<file path="config.mk">
export PLATFORM = sky130hd
export DESIGN_NAME = output_fault_protection_lock
export DESIGN_NICKNAME = d
export VERILOG_FILES = /design/src/rtl/ofpl_pkg.sv /design/src/rtl/output_fault_protection_lock.sv
export SDC_FILE = /design/constraint.sdc
export NUM_CORES = 1
export LEC_CHECK = 0
export BUFFER_PORTS_ARGS = -buffer_cell sky130_fd_sc_hd__buf_2
export CAP_MARGIN = 30
export CORE_MARGIN = 2
export CORE_UTILIZATION = 57
export CTS_BUF_LIST = sky130_fd_sc_hd__clkbuf_16
export DETAILED_ROUTE_END_ITERATION = 10
export PLACE_DENSITY_LB_ADDON = 0.2
export SYNTH_ARGS = -nofsm -noshare
export SYNTH_HDL_FRONTEND = slang
export SYNTH_SLANG_ARGS = --single-unit
export TNS_END_PERCENT = 20
</file>
<file path="constraint.sdc">
create_clock -name clk -period 3.1 [get_ports clk]
set_clock_uncertainty 0.15 [all_clocks]
set_input_delay 0.62 -clock clk [delete_from_list [all_inputs] [get_ports clk]]
set_output_delay 0.62 -clock clk [all_outputs]
set_load 0.005 [all_outputs]
</file>
<file path="src/rtl/ofpl_pkg.sv">
// ---------------------------------------------------------------------------
// ofpl_pkg: shared constants for the output fault protection lock
// Item mode codes, configuration register indexes, field widths and the
// reset values of the hold times.
// ---------------------------------------------------------------------------
package ofpl_pkg;

    localparam int FIELD_W = 8;
    localparam int AGE_W   = 16;
    localparam int CFG_W   = 16;

    localparam logic [2:0] MODE_TICK      = 3'd0;
    localparam logic [2:0] MODE_OV        = 3'd1;
    localparam logic [2:0] MODE_THERMAL   = 3'd2;
    localparam logic [2:0] MODE_DRIVE_WR  = 3'd3;
    localparam logic [2:0] MODE_PP_WR     = 3'd4;

    localparam logic [1:0] CFG_OV_ENABLE  = 2'd0;
    localparam logic [1:0] CFG_OV_HOLD    = 2'd1;
    localparam logic [1:0] CFG_TH_HOLD    = 2'd2;

    localparam logic [AGE_W-1:0] AGE_MAX       = {AGE_W{1'b1}};
    localparam logic [AGE_W-1:0] OV_HOLD_RESET = 16'd10000;
    localparam logic [AGE_W-1:0] TH_HOLD_RESET = 16'd30000;

endpackage

</file>
<file path="src/rtl/output_fault_protection_lock.sv">
// ---------------------------------------------------------------------------
// output_fault_protection_lock: over-voltage and thermal lock controller
// Usage:
//   Input channel (in_valid / in_stall) carries one item: mode, status_bits,
//   pin_index, pin_value. A transfer happens on a rising edge with in_valid
//   high and in_stall low. Every item yields exactly one result on the
//   output channel (out_valid / out_stall): drive, push-pull and lock bits
//   after the item, plus the accepted flag for user writes.
//   The result is registered and valid the cycle after the input transfer.
//   Throughput: one item per cycle while in_stall is low; all per-output bit logic and the
//   saturating lock-age counters update in the same cycle as the transfer.
//   A held result stalls the input only while the receiver asserts
//   out_stall; a result taken in a cycle frees the register for the next.
//   Configuration (cfg_valid / cfg_ready, cfg_index, cfg_data) is always
//   ready; write only while idle. Index 0 enables over-voltage handling,
//   1 sets the over-voltage hold, 2 the thermal hold; others are dropped.
//   Reset (rst_n low, asynchronous) clears all output and lock state, the
//   age counters and the output valid flag, and restores the default holds.
// ---------------------------------------------------------------------------
module output_fault_protection_lock #(
    parameter int NUM_OUTPUTS = 8
) (
    input  logic                        clk,
    input  logic                        rst_n,
    input  logic                        in_valid,
    output logic                        in_stall,
    input  logic [2:0]                  mode,
    input  logic [ofpl_pkg::FIELD_W-1:0] status_bits,
    input  logic [2:0]                  pin_index,
    input  logic                        pin_value,
    output logic                        out_valid,
    input  logic                        out_stall,
    output logic [ofpl_pkg::FIELD_W-1:0] drive_bits,
    output logic [ofpl_pkg::FIELD_W-1:0] push_pull_bits,
    output logic [ofpl_pkg::FIELD_W-1:0] ov_lock_bits,
    output logic [ofpl_pkg::FIELD_W-1:0] thermal_lock_bits,
    output logic                        accepted,
    input  logic                        cfg_valid,
    output logic                        cfg_ready,
    input  logic [1:0]                  cfg_index,
    input  logic [ofpl_pkg::CFG_W-1:0]  cfg_data
);

    import ofpl_pkg::*;

    localparam int VW = (NUM_OUTPUTS > FIELD_W) ? NUM_OUTPUTS : FIELD_W;

    logic                   ov_en_reg;
    logic [AGE_W-1:0]       ov_hold_reg;
    logic [AGE_W-1:0]       th_hold_reg;

    logic [NUM_OUTPUTS-1:0] drive_reg, drive_next;
    logic [NUM_OUTPUTS-1:0] drv_req_reg, drv_req_next;
    logic [NUM_OUTPUTS-1:0] pp_reg, pp_next;
    logic [NUM_OUTPUTS-1:0] pp_req_reg, pp_req_next;
    logic [NUM_OUTPUTS-1:0] ov_reg, ov_next;
    logic [NUM_OUTPUTS-1:0] th_reg, th_next;
    logic [AGE_W-1:0]       age_reg [NUM_OUTPUTS];
    logic [AGE_W-1:0]       age_next [NUM_OUTPUTS];

    logic                   out_valid_reg, out_valid_next;
    logic [FIELD_W-1:0]     drive_out_reg, pp_out_reg, ov_out_reg, th_out_reg;
    logic                   acc_out_reg, acc_next;

    logic                   in_xfer;
    logic [VW-1:0]          flags_wide;
    logic [NUM_OUTPUTS-1:0] flags;
    logic [NUM_OUTPUTS-1:0] sel;
    logic                   in_range;
    logic                   locked;
    logic [VW-1:0]          drive_wide, pp_wide, ov_wide, th_wide;

    assign in_stall  = out_valid_reg & out_stall;
    assign in_xfer   = in_valid & ~in_stall;
    assign cfg_ready = 1'b1;

    assign flags_wide = VW'(status_bits);
    assign flags      = flags_wide[NUM_OUTPUTS-1:0];

    always_comb
    begin
        for (int i = 0; i < NUM_OUTPUTS; i++)
        begin
            sel[i] = ({29'd0, pin_index} == 32'(i));
        end
    end

    assign in_range = |sel;
    assign locked   = |(sel & (ov_reg | th_reg));

    always_comb
    begin
        drive_next   = drive_reg;
        drv_req_next = drv_req_reg;
        pp_next      = pp_reg;
        pp_req_next  = pp_req_reg;
        ov_next      = ov_reg;
        th_next      = th_reg;
        acc_next     = 1'b1;
        for (int i = 0; i < NUM_OUTPUTS; i++)
        begin
            age_next[i] = age_reg[i];
        end
        unique case (mode)
            MODE_TICK:
            begin
                for (int i = 0; i < NUM_OUTPUTS; i++)
                begin
                    if (age_reg[i] != AGE_MAX)
                    begin
                        age_next[i] = age_reg[i] + 1'b1;
                    end
                end
            end
            MODE_OV:
            begin
                if (ov_en_reg)
                begin
                    for (int i = 0; i < NUM_OUTPUTS; i++)
                    begin
                        if (flags[i] && !pp_reg[i])
                        begin
                            ov_next[i]  = 1'b1;
                            age_next[i] = '0;
                            if (!drive_reg[i] && !th_reg[i])
                            begin
                                drive_next[i] = 1'b1;
                            end
                        end
                        else if (ov_reg[i] && (age_reg[i] > ov_hold_reg))
                        begin
                            ov_next[i] = 1'b0;
                            if (!th_reg[i])
                            begin
                                drive_next[i] = drv_req_reg[i];
                            end
                        end
                    end
                end
            end
            MODE_THERMAL:
            begin
                for (int i = 0; i < NUM_OUTPUTS; i++)
                begin
                    if (flags[i])
                    begin
                        th_next[i]    = 1'b1;
                        pp_next[i]    = 1'b0;
                        drive_next[i] = 1'b0;
                        age_next[i]   = '0;
                    end
                    else if (th_reg[i] && (age_reg[i] > th_hold_reg))
                    begin
                        th_next[i]    = 1'b0;
                        pp_next[i]    = pp_req_reg[i];
                        drive_next[i] = drv_req_reg[i];
                    end
                end
            end
            MODE_DRIVE_WR:
            begin
                acc_next = in_range & ~locked;
                for (int i = 0; i < NUM_OUTPUTS; i++)
                begin
                    if (sel[i])
                    begin
                        drv_req_next[i] = pin_value;
                        if (!locked)
                        begin
                            drive_next[i] = pin_value;
                        end
                    end
                end
            end
            MODE_PP_WR:
            begin
                acc_next = in_range & ~locked;
                for (int i = 0; i < NUM_OUTPUTS; i++)
                begin
                    if (sel[i])
                    begin
                        pp_req_next[i] = pin_value;
                        if (!locked)
                        begin
                            pp_next[i] = pin_value;
                        end
                    end
                end
            end
            default:
            begin
                acc_next = 1'b1;
            end
        endcase
    end

    assign drive_wide = VW'(drive_next);
    assign pp_wide    = VW'(pp_next);
    assign ov_wide    = VW'(ov_next);
    assign th_wide    = VW'(th_next);

    assign out_valid_next = in_xfer | (out_valid_reg & out_stall);

    always_ff @(posedge clk or negedge rst_n)
    begin
        if (!rst_n)
        begin
            ov_en_reg   <= 1'b0;
            ov_hold_reg <= OV_HOLD_RESET;
            th_hold_reg <= TH_HOLD_RESET;
        end
        else if (cfg_valid && cfg_ready)
        begin
            unique case (cfg_index)
                CFG_OV_ENABLE: ov_en_reg   <= cfg_data[0];
                CFG_OV_HOLD:   ov_hold_reg <= cfg_data;
                CFG_TH_HOLD:   th_hold_reg <= cfg_data;
                default:       ov_en_reg   <= ov_en_reg;
            endcase
        end
    end

    always_ff @(posedge clk or negedge rst_n)
    begin
        if (!rst_n)
        begin
            drive_reg   <= '0;
            drv_req_reg <= '0;
            pp_reg      <= '0;
            pp_req_reg  <= '0;
            ov_reg      <= '0;
            th_reg      <= '0;
            for (int i = 0; i < NUM_OUTPUTS; i++)
            begin
                age_reg[i] <= '0;
            end
        end
        else if (in_xfer)
        begin
            drive_reg   <= drive_next;
            drv_req_reg <= drv_req_next;
            pp_reg      <= pp_next;
            pp_req_reg  <= pp_req_next;
            ov_reg      <= ov_next;
            th_reg      <= th_next;
            for (int i = 0; i < NUM_OUTPUTS; i++)
            begin
                age_reg[i] <= age_next[i];
            end
        end
    end

    always_ff @(posedge clk or negedge rst_n)
    begin
        if (!rst_n)
        begin
            out_valid_reg <= 1'b0;
        end
        else
        begin
            out_valid_reg <= out_valid_next;
        end
    end

    always_ff @(posedge clk)
    begin
        if (in_xfer)
        begin
            drive_out_reg <= drive_wide[FIELD_W-1:0];
            pp_out_reg    <= pp_wide[FIELD_W-1:0];
            ov_out_reg    <= ov_wide[FIELD_W-1:0];
            th_out_reg    <= th_wide[FIELD_W-1:0];
            acc_out_reg   <= acc_next;
        end
    end

    assign out_valid         = out_valid_reg;
    assign drive_bits        = drive_out_reg;
    assign push_pull_bits    = pp_out_reg;
    assign ov_lock_bits      = ov_out_reg;
    assign thermal_lock_bits = th_out_reg;
    assign accepted          = acc_out_reg;

    a_stall_needs_result: assert property (@(posedge clk) disable iff (!rst_n)
        in_stall |-> out_valid_reg)
        else $error("input stalled with no pending result");

    a_ov_disabled_holds: assert property (@(posedge clk) disable iff (!rst_n)
        (in_xfer && (mode == MODE_OV) && !ov_en_reg)
        |=> ((ov_reg == $past(ov_reg)) && (drive_reg == $past(drive_reg))))
        else $error("over-voltage sample changed state while disabled");

    a_thermal_locks: assert property (@(posedge clk) disable iff (!rst_n)
        (in_xfer && (mode == MODE_THERMAL))
        |=> (((th_reg & $past(flags)) == $past(flags))
             && ((drive_reg & $past(flags)) == '0)))
        else $error("thermal flag did not lock and clear its output");

    a_result_follows: assert property (@(posedge clk) disable iff (!rst_n)
        in_xfer |=> (out_valid_reg && (acc_out_reg == $past(acc_next))))
        else $error("result register missed a transfer");

endmodule

</file>
==> metrics.txt <==
IO Count=74; clk sinks=243; Max H-tree Level=1; Post-Layout Inst Area=0.02197 mm2; max FFs per register=128; Final Power=11950 uW; Root Driver=clkbuf_16; fin crit share=1.031; Worst IR Drop VDD=0.0005860 V; Synth top cells by count=ha_1 (264), o21ai_0 (205), dfrtp_1 (198); die area=0.03362 mm2; post-synthesis sequential area ratio=0.3414; Final Net Count=2570; minimum clock period=3196 ps; library cells used by synthesis=73; drt first-iter violations=1682; CP Launch Type=flop; Post-synth EDFFs=33; largest net degree at the start of global routing=73; Fin Hold WS=144.1 ps; endpoints failing setup=6; Worst Slack Setup Final=-95.97 ps; Final Slew Violations=0; worst hold path class=in -> reg; gr busiest metal=met2; failing checks=negative setup slack; cell taking the most area after synthesis=dfrtp_1; syn avg cell area=8.985 um2; CTS max path bufs=3; dpl ws=-104.7 ps; Die Y=183.4 um; CP Max Fanout=7; gr usage total=0.3733; synth-to-layout area growth=19.79%; dpl cells=2628; grt total ovfl=0; met3 Usage GRT=0.07784; ys async rst share=0.8642; Hold Vio Cnt, Final=0; DRT antenna net count=0; Yosys top cell area share=0.2702; synthesized area=0.01834 mm2; row cnt=65; TritonCTS buffer count=30; Leakage=0.009906 uW; Seq cells post-synth=243; vias in the first global route=17140; critical path type=reg -> reg; Max-Cap Viols=0; DP HPWL=46.38 mm; routed vias/inst=6.662; initial antenna violation count=0; Critical Path RT=3410 ps; RePlAce Congestion=0.9806; R2R Setup Slk=-100 ps; via count=17950; Worst Reg-to-Reg Cells=9; WL final=63.05 mm; RSZ-0062 raised after global routing=true; ys flop type=dfrtp_1; end of the worst hold path=ov_hold_reg[3]; wire per inst=23.40 um; met1 GRT Util=0.5117; first-pass GRT wire length=96.92 mm; relative slew slack=0.3898; Core Box Area=0.03164 mm2; Post-DP Area=0.02045 mm2; status=complete, but fails checks; Yosys Warn Count=0; synthesized instance count=2041; syn_nets=2343; Clock Pin Slew Worst Setup and Hold Paths=60 ps; GRT met2 Usage=0.5700; count leader, synth=ha_1; worst skew pair latency=580 ps; HP Start=cfg_data[3]; final instance count without filler cells=2695; Fmax=312.9 MHz; Worst-Margin Slew=912.0 ps; CP endpoint kind=flop; worst reg2reg startpoint=ov_hold_reg[8]; initial core utilization=0.5797; Die X=183.4 um; P per Cell Area=544.1 mW/mm2; Reg-to-Reg End=ov_reg[6]; share of cells above drive strength 1=0.1963; detailed-router iteration count before antenna repair=5; CTS tree=built; DRC viols=0; Hold Crit Depth=2; data arrival time of the critical path=3510 ps; IO buf count=72; synth top area cells=dfrtp_1 (27%), ha_1 (18%), o21ai_0 (5.6%)
==> layout by cell type (no fill, tap or decap), types with 10 or more instances in the layout <==
cell type	Yosys	routed
inv_1	75	76
o22ai_1	11	11
ha_4	0	11
a211oi_1	21	13
or4_4	1	10
nand2_1	181	181
dfstp_2	12	12
dfrtp_1	198	198
clkbuf_16	0	31
ha_1	264	253
xnor2_1	13	13
o31ai_1	49	45
a21o_1	20	20
nor2_1	155	154
a21oi_1	143	140
buf_12	0	18
edfxtp_1	33	33
a22o_1	14	14
o211ai_1	14	14
nor2b_1	29	29
buf_4	4	162
a31oi_1	44	40
nand3_1	84	84
buf_2	14	71
nand2b_1	19	19
and3_1	38	38
mux2_2	59	59
nor3_1	17	14
nand4_1	84	84
xor2_1	16	16
o21ai_0	205	202
nor4_1	14	13
or3_1	14	12
==> stage by stage <==
step / utilization / setup TNS, ps
detailed placement: 0.6464 / -879.5
floorplan: - / 0
global route: 0.6943 / -1179
CTS: 0.6833 / -47.00
global placement: 0.6464 / -163.3
finish: 0.6944 / -208.9
==> worst max-delay path: stages (launching register included) <==
cell and delay [ps]:
dfstp_2 550, clkinvlp_4 90, buf_12 150, ha_4 260, nand4_1 170, or4_4 580
o211a_4 270, or3_1 390, a22o_1 200, mux2_2 260
==> cell type report <==
cell class                      count  area (um2)
Clock inverter                     25       170.2
Tap cell                          402       503.0
Fill cell                        2464        9668
Timing Repair Buffer              254        1968
Inverter                           76       296.5
Antenna cell                        1       2.502
Multi-Input combinational cell   1663       11990
Clock buffer                       31       775.7
Sequential cell                   243        6261
==> kinds of logic after synthesis <==
| kind of cell | synth area share |
|---|---|
| mux | 0.04060 |
| compound gates | 0.2000 |
| simple gates | 0.1944 |
| buf+inv | 0.02941 |
| xor+xnor | 0.01385 |
| fa+ha+maj | 0.1801 |
| flops | 0.3414 |
| other cells | 0.0002045 |
==> where the power goes <==
part / internal (uW) / switching [uW] / leakage (uW) / total (uW)
combinational: 1740 / 2440 / 0.00637 / 4180
clock: 1960 / 1460 / 0.000485 / 3420
sequential: 3750 / 594 / 0.00305 / 4350
total: 7450 / 4500 / 0.00991 / 12000
==> worst max-delay path by stage <==
stage                          from  cells past startpoint  slack [ps]            end
floorplan           th_hold_reg[14]                      9         170  drive_bits[4]
global placement    th_hold_reg[10]                     10         -70  drive_bits[5]
detailed placement  th_hold_reg[10]                     10        -100  drive_bits[5]
CTS                  ov_hold_reg[9]                      9         -30      ov_reg[6]
global route         ov_hold_reg[8]                      9        -120      ov_reg[6]
finish               ov_hold_reg[8]                      9        -100      ov_reg[6]
==> per-layer routing <==
metal	vias to the layer above	wire, um
li1	8177	-
met1	8611	25340
met2	969	27900
met3	196	6776
met4	0	3039
met5	-	0
==> repair_timing <==
action,in CTS,in global routing
endpoints found under the hold margin,61,0
endpoints found under the setup margin,15,34
setup buffers,4,5
hold buffers,1,0
resized for setup,25,51
pin swaps,3,41
(Power assumes the default switching activity.)
